--- src/design/lwh_pkg.sv ---
// ----------------------------------------------------------------------------
// lwh_pkg
// shared types, register indexes and link state codes for the link watchdog
// ----------------------------------------------------------------------------
`default_nettype none

package lwh_pkg;

   localparam int unsigned TIME_W  = 32;
   localparam int unsigned WORD_W  = 32;
   localparam int unsigned COUNT_W = 16;
   localparam int unsigned CSR_INDEX_W = 3;
   localparam int unsigned CSR_DATA_W  = 32;

   localparam logic [COUNT_W:0] COUNT_MAX = 17'd65535;

   // register indexes
   localparam logic [CSR_INDEX_W-1:0] CSR_ERROR_TIMEOUT  = 3'd0;
   localparam logic [CSR_INDEX_W-1:0] CSR_HB_PERIOD      = 3'd1;
   localparam logic [CSR_INDEX_W-1:0] CSR_DIGITAL_IN_EN  = 3'd2;
   localparam logic [CSR_INDEX_W-1:0] CSR_ANALOG_IN_EN   = 3'd3;
   localparam logic [CSR_INDEX_W-1:0] CSR_DIGITAL_OUT_EN = 3'd4;
   localparam logic [CSR_INDEX_W-1:0] CSR_ANALOG_OUT_EN  = 3'd5;

   typedef logic signed [1:0] link_state_type;

   localparam link_state_type LINK_NONE  = 2'sb00;
   localparam link_state_type LINK_ALIVE = 2'sb01;
   localparam link_state_type LINK_ERROR = 2'sb11;

   typedef struct packed {
      logic [TIME_W-1:0] error_timeout_ms;
      logic [TIME_W-1:0] heartbeat_period_ms;
      logic              digital_in_enable;
      logic              analog_in_enable;
      logic              digital_out_enable;
      logic              analog_out_enable;
   } cfg_type;

endpackage

`default_nettype wire

--- src/design/lwh_link_monitor.sv ---
// ----------------------------------------------------------------------------
// lwh_link_monitor
// input change detection, error timeout and link state register
// ----------------------------------------------------------------------------
`default_nettype none

module lwh_link_monitor (
   input  wire logic                        clock,
   input  wire logic                        reset,
   input  wire logic                        step,
   input  wire lwh_pkg::cfg_type            cfg,
   input  wire logic [lwh_pkg::TIME_W-1:0]  now_ms,
   input  wire logic                        digital_level,
   input  wire logic [lwh_pkg::WORD_W-1:0]  analog_word,
   output      lwh_pkg::link_state_type     link_state
);
   import lwh_pkg::*;

   logic                  last_level_ff, last_level_in;
   logic [WORD_W-1:0]     last_word_ff, last_word_in;
   logic [TIME_W-1:0]     start_ff, start_in;
   link_state_type        state_ff, state_in;

   logic                  digital_chg;
   logic                  analog_chg;
   logic                  any_chg;
   logic [TIME_W-1:0]     start_mid;
   logic [TIME_W-1:0]     elapsed;
   logic                  expired;
   link_state_type        state_mid;

   always_comb begin
      digital_chg = cfg.digital_in_enable && (digital_level != last_level_ff);
      analog_chg  = cfg.analog_in_enable && (analog_word != last_word_ff);
      any_chg     = digital_chg || analog_chg;

      // nothing monitored clears the state before the change checks
      if (!cfg.digital_in_enable && !cfg.analog_in_enable) begin
         state_mid = LINK_NONE;
      end else begin
         state_mid = state_ff;
      end
      if (any_chg) begin
         state_mid = LINK_ALIVE;
      end

      start_mid = any_chg ? now_ms : start_ff;
      elapsed   = now_ms - start_mid;
      expired   = (cfg.error_timeout_ms != '0) && (elapsed > cfg.error_timeout_ms);

      link_state    = expired ? LINK_ERROR : state_mid;
      start_in      = expired ? now_ms : start_mid;
      state_in      = link_state;
      last_level_in = digital_chg ? digital_level : last_level_ff;
      last_word_in  = analog_chg ? analog_word : last_word_ff;
   end

   always_ff @(posedge clock) begin
      if (reset) begin
         last_level_ff <= 1'b0;
         last_word_ff  <= '0;
         start_ff      <= '0;
         state_ff      <= LINK_NONE;
      end else if (step) begin
         last_level_ff <= last_level_in;
         last_word_ff  <= last_word_in;
         start_ff      <= start_in;
         state_ff      <= state_in;
      end
   end

endmodule

`default_nettype wire

--- src/design/lwh_heartbeat.sv ---
// ----------------------------------------------------------------------------
// lwh_heartbeat
// heartbeat period timer with toggle bit and wrapping beat counter
// ----------------------------------------------------------------------------
`default_nettype none

module lwh_heartbeat (
   input  wire logic                        clock,
   input  wire logic                        reset,
   input  wire logic                        step,
   input  wire lwh_pkg::cfg_type            cfg,
   input  wire logic [lwh_pkg::TIME_W-1:0]  now_ms,
   output      logic                        heartbeat_bit,
   output      logic [lwh_pkg::COUNT_W-1:0] heartbeat_count
);
   import lwh_pkg::*;

   logic [TIME_W-1:0]  start_ff, start_in;
   logic               toggle_ff, toggle_in;
   logic [COUNT_W-1:0] count_ff, count_in;

   logic               fire;
   logic [COUNT_W:0]   count_inc;

   always_comb begin
      fire      = (now_ms - start_ff) > cfg.heartbeat_period_ms;
      count_inc = {1'b0, count_ff} + 1'b1;

      start_in  = fire ? now_ms : start_ff;
      toggle_in = (fire && cfg.digital_out_enable) ? ~toggle_ff : toggle_ff;
      count_in  = count_ff;
      if (fire && cfg.analog_out_enable) begin
         count_in = (count_inc > COUNT_MAX) ? '0 : count_inc[COUNT_W-1:0];
      end

      // outputs read zero while not driven, hidden values hold
      heartbeat_bit   = cfg.digital_out_enable ? toggle_in : 1'b0;
      heartbeat_count = cfg.analog_out_enable ? count_in : '0;
   end

   always_ff @(posedge clock) begin
      if (reset) begin
         start_ff  <= '0;
         toggle_ff <= 1'b0;
         count_ff  <= '0;
      end else if (step) begin
         start_ff  <= start_in;
         toggle_ff <= toggle_in;
         count_ff  <= count_in;
      end
   end

endmodule

`default_nettype wire

--- src/design/link_watchdog_with_heartbeat.sv ---
// ----------------------------------------------------------------------------
// link_watchdog_with_heartbeat
// watches a digital level and an analog word for change and drives heartbeats
//
// req_ channel: one item per evaluation (now_ms, digital_level, analog_word)
// rsp_ channel: one item per request (link_state, heartbeat_bit, heartbeat_count)
// csr_ channel: register writes by index, always ready, take effect next item
// result: registered, valid in the cycle after the request is accepted
// throughput: one item per cycle while rsp_ready is high, set by the single output register; the
//   state update and all compares finish in the accept cycle
// stall: the output register holds its item while rsp_ready is low; a new
//   request is taken in the same cycle the held item leaves
// reset: synchronous, clears config registers, timers, link state and heartbeats
// ----------------------------------------------------------------------------
`default_nettype none

module link_watchdog_with_heartbeat (
   input  wire logic                            clock,
   input  wire logic                            reset,
   // request channel
   input  wire logic                            req_valid,
   output      logic                            req_ready,
   input  wire logic [lwh_pkg::TIME_W-1:0]      req_now_ms,
   input  wire logic                            req_digital_level,
   input  wire logic [lwh_pkg::WORD_W-1:0]      req_analog_word,
   // response channel
   output      logic                            rsp_valid,
   input  wire logic                            rsp_ready,
   output      logic signed [1:0]               rsp_link_state,
   output      logic                            rsp_heartbeat_bit,
   output      logic [lwh_pkg::COUNT_W-1:0]     rsp_heartbeat_count,
   // register write channel
   input  wire logic                            csr_valid,
   output      logic                            csr_ready,
   input  wire logic [lwh_pkg::CSR_INDEX_W-1:0] csr_index,
   input  wire logic [lwh_pkg::CSR_DATA_W-1:0]  csr_data
);
   import lwh_pkg::*;

   cfg_type            cfg_ff, cfg_in;

   logic               rsp_valid_ff, rsp_valid_in;
   link_state_type     link_state_ff;
   logic               hb_bit_ff;
   logic [COUNT_W-1:0] hb_count_ff;

   logic               step;
   link_state_type     link_state;
   logic               hb_bit;
   logic [COUNT_W-1:0] hb_count;

   // configuration writes are always taken
   assign csr_ready = 1'b1;

   always_comb begin
      cfg_in = cfg_ff;
      if (csr_valid) begin
         case (csr_index)
            CSR_ERROR_TIMEOUT:  cfg_in.error_timeout_ms    = csr_data[TIME_W-1:0];
            CSR_HB_PERIOD:      cfg_in.heartbeat_period_ms = csr_data[TIME_W-1:0];
            CSR_DIGITAL_IN_EN:  cfg_in.digital_in_enable   = csr_data[0];
            CSR_ANALOG_IN_EN:   cfg_in.analog_in_enable    = csr_data[0];
            CSR_DIGITAL_OUT_EN: cfg_in.digital_out_enable  = csr_data[0];
            CSR_ANALOG_OUT_EN:  cfg_in.analog_out_enable   = csr_data[0];
            default:            cfg_in = cfg_ff;   // unmapped index, ignored
         endcase
      end
   end

   always_ff @(posedge clock) begin
      if (reset) begin
         cfg_ff <= '0;
      end else begin
         cfg_ff <= cfg_in;
      end
   end

   // take a request whenever the output register is empty or draining
   assign req_ready = !rsp_valid_ff || rsp_ready;
   assign step      = req_valid && req_ready;

   lwh_link_monitor u_link_monitor (
      .clock         (clock),
      .reset         (reset),
      .step          (step),
      .cfg           (cfg_ff),
      .now_ms        (req_now_ms),
      .digital_level (req_digital_level),
      .analog_word   (req_analog_word),
      .link_state    (link_state)
   );

   lwh_heartbeat u_heartbeat (
      .clock           (clock),
      .reset           (reset),
      .step            (step),
      .cfg             (cfg_ff),
      .now_ms          (req_now_ms),
      .heartbeat_bit   (hb_bit),
      .heartbeat_count (hb_count)
   );

   // output register, valid cleared when taken and not refilled
   always_comb begin
      rsp_valid_in = rsp_valid_ff;
      if (step) begin
         rsp_valid_in = 1'b1;
      end else if (rsp_ready) begin
         rsp_valid_in = 1'b0;
      end
   end

   always_ff @(posedge clock) begin
      if (reset) begin
         rsp_valid_ff <= 1'b0;
      end else begin
         rsp_valid_ff <= rsp_valid_in;
      end
   end

   // payload, no reset needed
   always_ff @(posedge clock) begin
      if (step) begin
         link_state_ff <= link_state;
         hb_bit_ff     <= hb_bit;
         hb_count_ff   <= hb_count;
      end
   end

   assign rsp_valid           = rsp_valid_ff;
   assign rsp_link_state      = link_state_ff;
   assign rsp_heartbeat_bit   = hb_bit_ff;
   assign rsp_heartbeat_count = hb_count_ff;

`ifndef ASSERT_OFF
   // an accepted request always shows up as a result next cycle
   a_step_gives_result: assert property (@(posedge clock) disable iff (reset)
      step |=> rsp_valid)
      else $error("accepted item produced no result");

   // a stalled result is not overwritten by a new request
   a_no_overrun: assert property (@(posedge clock) disable iff (reset)
      (rsp_valid && !rsp_ready) |-> !req_ready)
      else $error("request taken while result stalled");

   // an empty output register never blocks the request side
   a_empty_ready: assert property (@(posedge clock) disable iff (reset)
      !rsp_valid |-> req_ready)
      else $error("request blocked with empty output");

   // undriven heartbeat count output reads zero
   a_hb_off_zero: assert property (@(posedge clock) disable iff (reset)
      (step && !cfg_ff.analog_out_enable) |=> (rsp_heartbeat_count == '0))
      else $error("heartbeat counter driven while disabled");
`endif

endmodule

`default_nettype wire
--- config.mk ---
export PLATFORM = sky130hd
export DESIGN_NAME = link_watchdog_with_heartbeat
export DESIGN_NICKNAME = d
export VERILOG_FILES = /design/src/design/lwh_pkg.sv /design/src/design/lwh_link_monitor.sv /design/src/design/lwh_heartbeat.sv /design/src/design/link_watchdog_with_heartbeat.sv
export SDC_FILE = /design/constraint.sdc
export NUM_CORES = 1
export LEC_CHECK = 0
export ABC_AREA = 1
export BUFFER_PORTS_ARGS = -buffer_cell sky130_fd_sc_hd__buf_4
export CORE_MARGIN = 5
export CORE_UTILIZATION = 29
export CTS_BUF_LIST = sky130_fd_sc_hd__clkbuf_2
export DETAILED_ROUTE_END_ITERATION = 6
export GPL_TIMING_DRIVEN = 0
export PLACE_DENSITY = 0.55
export SLEW_MARGIN = 10
export SYNTH_ARGS = -nofsm -noshare
export SYNTH_HDL_FRONTEND = slang
export SYNTH_SLANG_ARGS = --single-unit
--- constraint.sdc ---
create_clock -name clock -period 6.15 [get_ports clock]
set_input_delay 0.9225 -clock clock [delete_from_list [all_inputs] [get_ports clock]]
set_output_delay 0.9225 -clock clock [all_outputs]
set_load 0.01 [all_outputs]
==> metrics, run 1 <==
status complete, no violations; count of endpoints failing hold in the final timing report 0; cell at the root of the clock tree clkbuf_2; WL/cell 15.8 microns; insertion delay of the later-clocked pin in the worst-skew pair 0.98 ns; number of buffers added by the clock tree synthesis step 57; MaxCap Viol Count 0; count of cell types in the netlist 51; starting density of the core 0.293; largest fanout on the critical path 10; number of search-and-repair iterations in the first detailed-routing pass 5; Finished Layout Cells 3,013; nature of the critical path endpoint register; Async S/R FF share, synth 0; I/O pin count 127; final setup vio count 0; count of buffering cells on the critical path with inverters included 3; gate family responsible for the most delay along the worst path simple AND/OR/NAND/NOR gates; Hold Crit Class input port to register; clock-pin transition on the worst setup and hold timing paths 0.11 ns; worst slew pin tran 0.716 ns; cell with the most instances after synthesis nand2_1; height of the die 232 microns; core outline area 48,800 sq um; Worst slew margin 0.523; leakage power 7.32 nW; Antenna Violating Nets Remaining 0; r2r endpoint u_link_monitor.start_ff[2]; Post-Route Utilization 0.341; area leader, netlist dfxtp_1; endpoint of the worst hold-timing path u_heartbeat.start_ff[0]; total of warnings raised by yosys 0; post-place setup slack -0.950 ns; critical register-to-register path startpoint u_link_monitor.last_word_ff[12]; Tmin final 5.73 ns; total global routing overflow 0; layout cell share with drive strength beyond 1 0.121; total instance count after detailed placement 2,906; worst vdd ir 0.179 mV; Slowest Stage Delay on Critical Path 0.40 ns; detailed placement HPWL 38.5 mm; first-pass GRT wire length 73.8 mm; synthesized area 14,300 sq um; register bit total from synthesis 204; kind of critical path register to register; via count of the first global-routing pass 13,900; startpoint of the most critical hold path req_now_ms[0]; die extent in x 232 microns; iteration-0 DRC count of the detailed router 847; clock tree from TritonCTS built; maximum clock skew at final layout 0.0719 ns; Global Route Usage Sum 0.171; Avg Inst Size Synth 6.75 sq um; setup slack of the worst register-to-register path 0.42 ns; f_max 0.175 GHz; layout net count 2,532; antenna violations before repair 1; Most Frequent Cell on Critical Path nand2_1; drt drc 0; worst setup slack after layout 0.422 ns; Critical Path Slowest Stage Cell ha_1; Worst Hold Path Cells 3; IO buf count 125; total via count after detailed routing 14,600; met1 routed wirelength after detailed routing 21.6 mm; final weighted congestion in routability-driven placement 0.905; maximum level of the CTS H-tree 2; Pwr Density 375 nW/um^2; required time of the critical path 6.99 ns; number of flops mapped to enable cells by yosys 19; share of the clock period used by the worst path 0.931; post-synthesis instance total 2,117; Commonest cells post-synth nand2_1 (415), inv_1 (320), a21oi_1 (303); number of slew-limit violations in the final report 0; Top Layer Used met4; per-cell via count in the routed design 4.84; most area-consuming cells after synthesis dfxtp_1 (26%), nand2_1 (11%), ha_1 (11%); startpoint kind of the worst setup timing path register; setup repair after global routing missed its margin no; sequential fraction of the synthesis area 0.299; wire length on met2 22.3 mm; area share of the largest cell type after synthesis 0.259; routed wire length 47.7 mm; Clock Tree Buf Depth 3; met3 wirelength from detailed routing 2.30 mm; area overhead of the layout relative to synthesis 16.4%; number of cells on the worst reg-to-reg path 32; Top FF cell, synth dfxtp_1; cell row count 81; endpoint arrival time on the critical path 6.57 ns; pin count of the biggest net entering global routing 29; die area 53,800 sq um; Critical Path Start u_link_monitor.last_word_ff[12]; total nets after synthesis 2,346; sink count of the clock tree 204; hold buffers post-CTS 0
[metrics by stage]
| stage | TNS (ns) | instance area (sq um) | hold slack (ns) | total power, mW |
|---|---|---|---|---|
| final | 0 | 16600 | 0.232 | 6.24 |
| after global routing | 0 | 16600 | 0.120 | 6.87 |
| after CTS | 0 | 16600 | 0.0750 | 6.27 |
| after detailed placement | -36.76 | 16100 | 0.450 | 5.22 |
| after global placement | -33.07 | 16100 | 0.443 | 5.12 |
| after floorplan | 0 | 14300 | 0.433 | 4.16 |
[power by group]
part / leakage, nW / switching, mW / internal (mW)
Sequential: 1.70 / 0.0885 / 1.55
Clock: 0.388 / 0.613 / 0.377
Combinational: 5.22 / 2.33 / 1.29
[sequential cells by signal, indices dropped and copies added, names as in the netlist]
signal	flops
rsp_valid	1
u_heartbeat.toggle_ff	1
u_link_monitor.start_ff	32
cfg_ff	68
u_link_monitor.state_ff	2
u_heartbeat.start_ff	32
rsp_heartbeat_bit	1
rsp_heartbeat_count	16
rsp_link_state	2
u_heartbeat.count_ff	16
u_link_monitor.last_level_ff	1
u_link_monitor.last_word_ff	32
[final cells by class]
type / instances / area, sq um
diodes: 3 / 7.51
clock buffers: 87 / 435
well taps: 664 / 831
inverters: 332 / 1250
multi-input cells: 1503 / 8490
plain buffers: 78 / 329
repair buffers: 127 / 953
fillers: 5395 / 32200
flip-flops and latches: 204 / 4270
clock inverters: 15 / 71.3
[cell usage in the layout (no fill, tap or decap), drive strengths merged, types with 2 or more instances in the layout]
master	n
nand4	50
clkinvlp	3
o211ai	5
inv	328
diode	3
o21ai	205
nor4	6
dfxtp	185
o221ai	6
buf	139
nor3b	2
nand3	138
a21oi	303
xor2	45
ha	123
clkbuf	153
a211oi	6
xnor2	32
edfxtp	19
nor3	14
o21a	5
nand2	416
a31oi	8
o21bai	5
nor2	121
clkinv	16
[worst min-delay path, delay by kind of cell]
kind | cells | cell delay [ns]
simple gates | 1 | 0.07
buf+inv | 1 | 0.12
compound gates | 1 | 0.06
[how the worst max path moves through the flow]
stage	slack, ns	cells past startpoint	endpoint
floorplan	1.07	31	u_link_monitor.start_ff[2]
global route	0.03	31	u_link_monitor.start_ff[4]
global placement	-0.93	31	u_link_monitor.start_ff[11]
detailed placement	-0.95	31	u_link_monitor.start_ff[6]
finish	0.42	32	u_link_monitor.start_ff[2]
CTS	0.03	30	u_link_monitor.start_ff[4]
[routing by layer]
| layer | global-route usage | vias to the layer above |
|---|---|---|
| met2 | 0.290 | 321 |
| met4 | 0.0574 | 0 |
| met5 | 0 | - |
| li1 | - | 7441 |
| met1 | 0.222 | 6733 |
| met3 | 0.0278 | 97 |
[cells by family (layout without fill, tap and decap cells)]
kind of cell | Yosys count | after routing | share of synthesized area
AOI/OAI and AO/OA | 551 | 551 | 0.201
xor gates and xnor gates | 77 | 77 | 0.0472
adders and majority gates | 124 | 124 | 0.109
DFF | 204 | 204 | 0.299
other | 1 | 4 | 0.000262
and+or+nand+nor | 750 | 750 | 0.234
buffers and inverters | 410 | 639 | 0.109
[timing repair]
action | CTS | global route
setup endpoints to repair | 30 | 40
pin swaps | 0 | 1
setup buffers | 0 | 2
resized for setup | 5 | 35
No activity file was read; power rests on OpenSTA's default activity.
==> run 2: changes to the inputs <==
--- a/config.mk
+++ b/config.mk
@@ -7,6 +7,7 @@
 export LEC_CHECK = 0
 export ABC_AREA = 1
 export BUFFER_PORTS_ARGS = -buffer_cell sky130_fd_sc_hd__buf_4
+export CORE_ASPECT_RATIO = 2
 export CORE_MARGIN = 5
 export CORE_UTILIZATION = 29
 export CTS_BUF_LIST = sky130_fd_sc_hd__clkbuf_2
==> metrics, run 2 (synthesis results as in run 1) <==
die area 54,100 sq um (+0.50%); first-pass GRT wire length 78.3 mm (+6.1%); Global Route Usage Sum 0.186 (+0.0147); via count of the first global-routing pass 14,900 (+7.0%); cell at the root of the clock tree clkbuf_2; largest fanout on the critical path 10 (unchanged); required time of the critical path 6.96 ns (-0.03 ns); share of the clock period used by the worst path 0.975 (+0.0433); routed wire length 52.3 mm (+9.8%); placed standard-cell area 16,000 sq um (-0.16%); I/O pin count 127 (unchanged); layout cell share with drive strength beyond 1 0.125 (+0.00389); clock-pin transition on the worst setup and hold timing paths 0.14 ns (+0.03 ns); Most Frequent Cell on Critical Path nand2_1; kind of critical path register to register; total via count after detailed routing 14,700 (+0.69%); startpoint of the most critical hold path csr_data[31]; sink count of the clock tree 204 (unchanged); maximum level of the CTS H-tree 2 (unchanged); number of flip-flops under the largest register name 68 (unchanged); total instance count after detailed placement 2,885 (-0.72%); number of search-and-repair iterations in the first detailed-routing pass 7 (+2); endpoint arrival time on the critical path 6.80 ns (+0.23 ns); total global routing overflow 0 (unchanged); Antenna Violating Nets Remaining 0 (unchanged); pin count of the biggest net entering global routing 29 (unchanged); leakage power 7.32 nW (about the same); final setup TNS 0 ns (unchanged); final setup vio count 0 (unchanged); startpoint kind of the worst setup timing path register; Hold Crit Class input port to register; final std cell area, no fill 16,700 sq um (+0.26%); detailed placement HPWL 43.9 mm (+14%); r2r endpoint u_link_monitor.start_ff[25]; starting density of the core 0.291 (-0.00129); nature of the critical path endpoint register; Worst slew margin 0.454 (-0.0684); layout net count 2,531 (-0.039%); endpoint of the worst hold-timing path cfg_ff[67]; MaxCap Viol Count 0 (unchanged); cell row count 115 (+42%); f_max 0.167 GHz (-4.4%); final weighted congestion in routability-driven placement 0.901 (-0.35%); hold buffers post-CTS 0 (unchanged); Clock Tree Buf Depth 3 (unchanged); gate family responsible for the most delay along the worst path simple AND/OR/NAND/NOR gates; worst slew pin tran 0.819 ns (+0.103 ns); count of buffering cells on the critical path with inverters included 3 (unchanged); register name with the most flops cfg_ff; number of buffers added by the clock tree synthesis step 53 (-7.0%); iteration-0 DRC count of the detailed router 746 (-12%); Worst Hold Path Cells 3 (unchanged); area overhead of the layout relative to synthesis 16.7%; status complete, no violations; count of endpoints failing hold in the final timing report 0 (unchanged); most frequent standard cell in the layout excluding fill and tap cells nand2_1; IO buf count 125 (unchanged); antenna violations before repair 1 (unchanged); die extent in x 167 microns (-28%); drt drc 0 (unchanged); number of cells on the worst reg-to-reg path 28 (-13%); Pwr Density 382 nW/um^2 (+1.7%); critical register-to-register path startpoint u_link_monitor.last_word_ff[16]; clock tree from TritonCTS built; height of the die 324 microns (+40%); Tmin final 5.99 ns (+0.266 ns); total power draw 6.37 mW (+2.0%); Post-Route Utilization 0.340 (-0.000636); Critical Path Slowest Stage Cell clkbuf_1; commonest cells after routing, fill and taps aside nand2_1 (411), inv_1 (320), a21oi_1 (295); maximum clock skew at final layout 0.130 ns (+0.0585 ns); number of slew-limit violations in the final report 0 (unchanged); WL/cell 17.5 microns (+11%); per-cell via count in the routed design 4.92 (+1.5%); Slowest Stage Delay on Critical Path 0.43 ns (+0.03 ns); setup slack of the worst register-to-register path 0.16 ns (-0.27 ns); core outline area 49,100 sq um (+0.44%); insertion delay of the later-clocked pin in the worst-skew pair 1.04 ns (+0.06 ns); FILL cells 5,345 (-0.93%); worst vdd ir 0.153 mV (-15%); Finished Layout Cells 2,989 (-0.80%)
-- run 2: cell count changes in the layout (fill, tap and decap cells not counted), moves of 5 or more --
cell	before	now
clkbuf_2	96	75
o21ai_1	14	19
clkinv_2	4	10
clkinv_1	12	17
a21oi_1	300	295
o21ai_0	190	185
a21oi_2	3	8
-- run 2: worst min-delay path: cells and delay by family --
family	cells	cell delay [ns]
AO/OA/AOI/OAI	2	0.18
buffers and inverters	1	0.09
-- run 2: layout make-up --
class                   instances  area [sq um]  area share
repair buffers                130           976      0.0585
plain buffers                  78           337      0.0202
diodes                          1          2.50    0.000150
inverters                     332          1250      0.0748
flip-flops and latches        204          4270       0.256
clock buffers                  72           360      0.0216
clock inverters                26           124     0.00743
multi-input cells            1503          8560       0.513
well taps                     643           805      0.0482
-- run 2: power by group --
part / leakage (nW) / switching [mW] / internal, mW
sequential: 1.70 / 0.0907 / 1.55
clock: 0.370 / 0.643 / 0.337
combinational: 5.25 / 2.44 / 1.31
total: 7.32 / 3.18 / 3.19
-- run 2: metal layers --
layer  up-vias  routed length (microns)  global-route usage
li1       7435                        -                   -
met1      6653                    16800               0.153
met2       443                    29100               0.383
met3       161                     2080              0.0282
met4         0                     4380               0.142
met5         -                        0                   0
-- run 2: worst max-delay path by stage --
stage / start / end / slack [ns] / cells past startpoint
after floorplan: req_analog_word[4] / u_link_monitor.start_ff[2] / 1.07 / 31
after global placement: req_analog_word[29] / u_link_monitor.start_ff[25] / -1.51 / 30
after detailed placement: req_analog_word[28] / u_link_monitor.start_ff[16] / -1.57 / 32
after CTS: u_heartbeat.start_ff[0] / u_heartbeat.start_ff[12] / 0.03 / 27
after global routing: u_link_monitor.last_word_ff[17] / u_link_monitor.state_ff[0] / -0.004 / 32
final: u_link_monitor.last_word_ff[16] / u_link_monitor.start_ff[25] / 0.16 / 28
-- run 2: repair_timing --
item	CTS	global route
setup endpoints to repair	71	53
pin swaps	4	3
setup buffers	4	1
resized for setup	29	33
-- run 2: through the flow --
step                      hold slack (ns)  setup WS, ns
after detailed placement            0.453         -1.57
after floorplan                     0.433          1.07
after global routing               0.0711      -0.00351
after CTS                          0.0358        0.0329
after global placement              0.443         -1.51
final                               0.174         0.156
==> run 3: changes to the inputs <==
--- a/config.mk
+++ b/config.mk
@@ -14,6 +14,7 @@
 export DETAILED_ROUTE_END_ITERATION = 6
 export GPL_TIMING_DRIVEN = 0
 export PLACE_DENSITY = 0.55
+export SETUP_SLACK_MARGIN = 0.2
 export SLEW_MARGIN = 10
 export SYNTH_ARGS = -nofsm -noshare
 export SYNTH_HDL_FRONTEND = slang
==> metrics, run 3 (synthesis results as in run 1) <==
layout cell share with drive strength beyond 1 0.132 (+0.00677); Tmin final 5.75 ns (-0.243 ns); status complete, no violations; Pwr Density 382 nW/um^2 (about the same); area of the multi-input gates 8630 sq um (+0.86%); cell at the root of the clock tree clkbuf_2; final weighted congestion in routability-driven placement 0.901 (unchanged); drt drc 0 (unchanged); Worst slew margin 0.455 (+0.00120); final std cell area, no fill 16,800 sq um (+0.59%); number of search-and-repair iterations in the first detailed-routing pass 7 (unchanged); endpoint arrival time on the critical path 6.61 ns (-0.19 ns); Clock Tree Buf Depth 3 (unchanged); maximum level of the CTS H-tree 2 (unchanged); routing usage on met3 0.0285 (+0.000366); gate family responsible for the most delay along the worst path simple AND/OR/NAND/NOR gates; Critical Path Slowest Stage Cell o21ai_0; core outline area 49,100 sq um (unchanged); register name with the most flops cfg_ff; WL/cell 17.5 microns (about the same); routing usage on met2 0.382 (about the same); layout net count 2,532 (+0.040%); commonest cells after routing, fill and taps aside nand2_1 (410), inv_1 (320), a21oi_1 (293); FILL cells 5,335 (-0.19%); Antenna Violating Nets Remaining 0 (unchanged); f_max 0.174 GHz (+4.2%); final setup vio count 0 (unchanged); routed wire length 52.4 mm (+0.10%); total global routing overflow 0 (unchanged); Slowest Stage Delay on Critical Path 0.50 ns (+0.07 ns); placed standard-cell area 16,000 sq um (unchanged); clock-pin transition on the worst setup and hold timing paths 0.14 ns (about the same); die area 54,100 sq um (unchanged); number of buffers added by the clock tree synthesis step 53 (unchanged); MaxCap Viol Count 0 (unchanged); I/O pin count 127 (unchanged); pin count of the biggest net entering global routing 29 (unchanged); maximum clock skew at final layout 0.120 ns (-0.0107 ns); largest fanout on the critical path 10 (unchanged); clock tree from TritonCTS built; worst vdd ir 0.153 mV (about the same); per-cell via count in the routed design 4.91 (about the same); count of endpoints failing hold in the final timing report 0 (unchanged); kind of critical path register to register; most frequent standard cell in the layout excluding fill and tap cells nand2_1; total via count after detailed routing 14,700 (-0.014%); nature of the critical path endpoint register; gr busiest metal met2; count of buffering cells on the critical path with inverters included 5 (+2); sink count of the clock tree 204 (unchanged); setup repair after global routing missed its margin yes; IO buf count 125 (unchanged); antenna violations before repair 1 (unchanged); startpoint kind of the worst setup timing path register; number of flip-flops under the largest register name 68 (unchanged); starting density of the core 0.291 (unchanged); leakage power 7.36 nW (+0.54%); share of the clock period used by the worst path 0.935 (-0.0395); insertion delay of the later-clocked pin in the worst-skew pair 1.04 ns (about the same); Most Frequent Cell on Critical Path nand2_1; number of slew-limit violations in the final report 0 (unchanged); combined flip-flop and latch cell area 4270 sq um (unchanged); Global Route Usage Sum 0.186 (+0.000255); iteration-0 DRC count of the detailed router 794 (+6.4%); worst slew pin tran 0.817 ns (-0.00180 ns); height of the die 324 microns (unchanged); Final Hold Slack 0.178 ns (+0.00333 ns); die extent in x 167 microns (unchanged); required time of the critical path 7.01 ns (+0.05 ns); detailed placement HPWL 43.9 mm (unchanged); GR Layer Usage met1 0.154 (+0.000675); Hold Crit Class input port to register; area overhead of the layout relative to synthesis 17.4%; first-pass GRT wire length 78.5 mm (+0.20%); cell row count 115 (unchanged); via count of the first global-routing pass 14,900 (+0.020%)
-- run 3: worst min-delay path: cells and delay by family --
kind	cells	cell delay (ns)
AO/OA/AOI/OAI	2	0.17
buffers and inverters	1	0.09
-- run 3: what timing repair did --
action | CTS | global route
setup buffers | 5 | 1
endpoints found under the setup margin | 88 | 66
resized for setup | 59 | 28
pin swaps | 4 | 3
hold buffers | 0 | 0
endpoints found under the hold margin | 0 | 0
-- run 3: final timing paths --
kind / cells after the start / end / start / slack (ns)
hold reg to reg: 2 / u_heartbeat.start_ff[2] / u_heartbeat.start_ff[2] / 0.46
setup / recovery: 32 / u_link_monitor.state_ff[0] / u_link_monitor.last_word_ff[16] / 0.40
hold / removal: 3 / cfg_ff[67] / csr_data[31] / 0.18
setup reg to reg: 32 / u_link_monitor.state_ff[0] / u_link_monitor.last_word_ff[16] / 0.40
-- run 3: layout make-up --
type / instances / area share
Antenna cell: 1 / 0.000149
Buffer: 78 / 0.0211
Clock buffer: 72 / 0.0215
Clock inverter: 26 / 0.00738
Inverter: 332 / 0.0743
Multi-Input combinational cell: 1503 / 0.514
Sequential cell: 204 / 0.255
Tap cell: 643 / 0.0479
Timing Repair Buffer: 131 / 0.0586
-- run 3: layer usage --
metal / wire length [microns] / vias to the layer above
li1: - / 7437
met1: 16800 / 6678
met5: 0 / -
met2: 29000 / 407
met3: 2100 / 168
met4: 4440 / 0
-- run 3: through the flow --
step | utilization | TNS (ns) | power, mW | worst slack [ns] | instances
floorplan | - | 0 | 4.16 | 1.07 | 2117
global placement | 0.327 | -91.67 | 5.22 | -1.51 | 2885
detailed placement | 0.327 | -95.22 | 5.30 | -1.57 | 2885
CTS | 0.340 | 0 | 6.44 | 0.218 | 2988
global route | 0.342 | 0 | 6.99 | 0.132 | 2990
finish | 0.342 | 0 | 6.41 | 0.399 | 2990
-- run 3: power by group --
group / total (mW) / switching [mW] / internal [mW]
clock: 0.983 / 0.646 / 0.337
sequential: 1.64 / 0.0916 / 1.55
combinational: 3.79 / 2.45 / 1.34
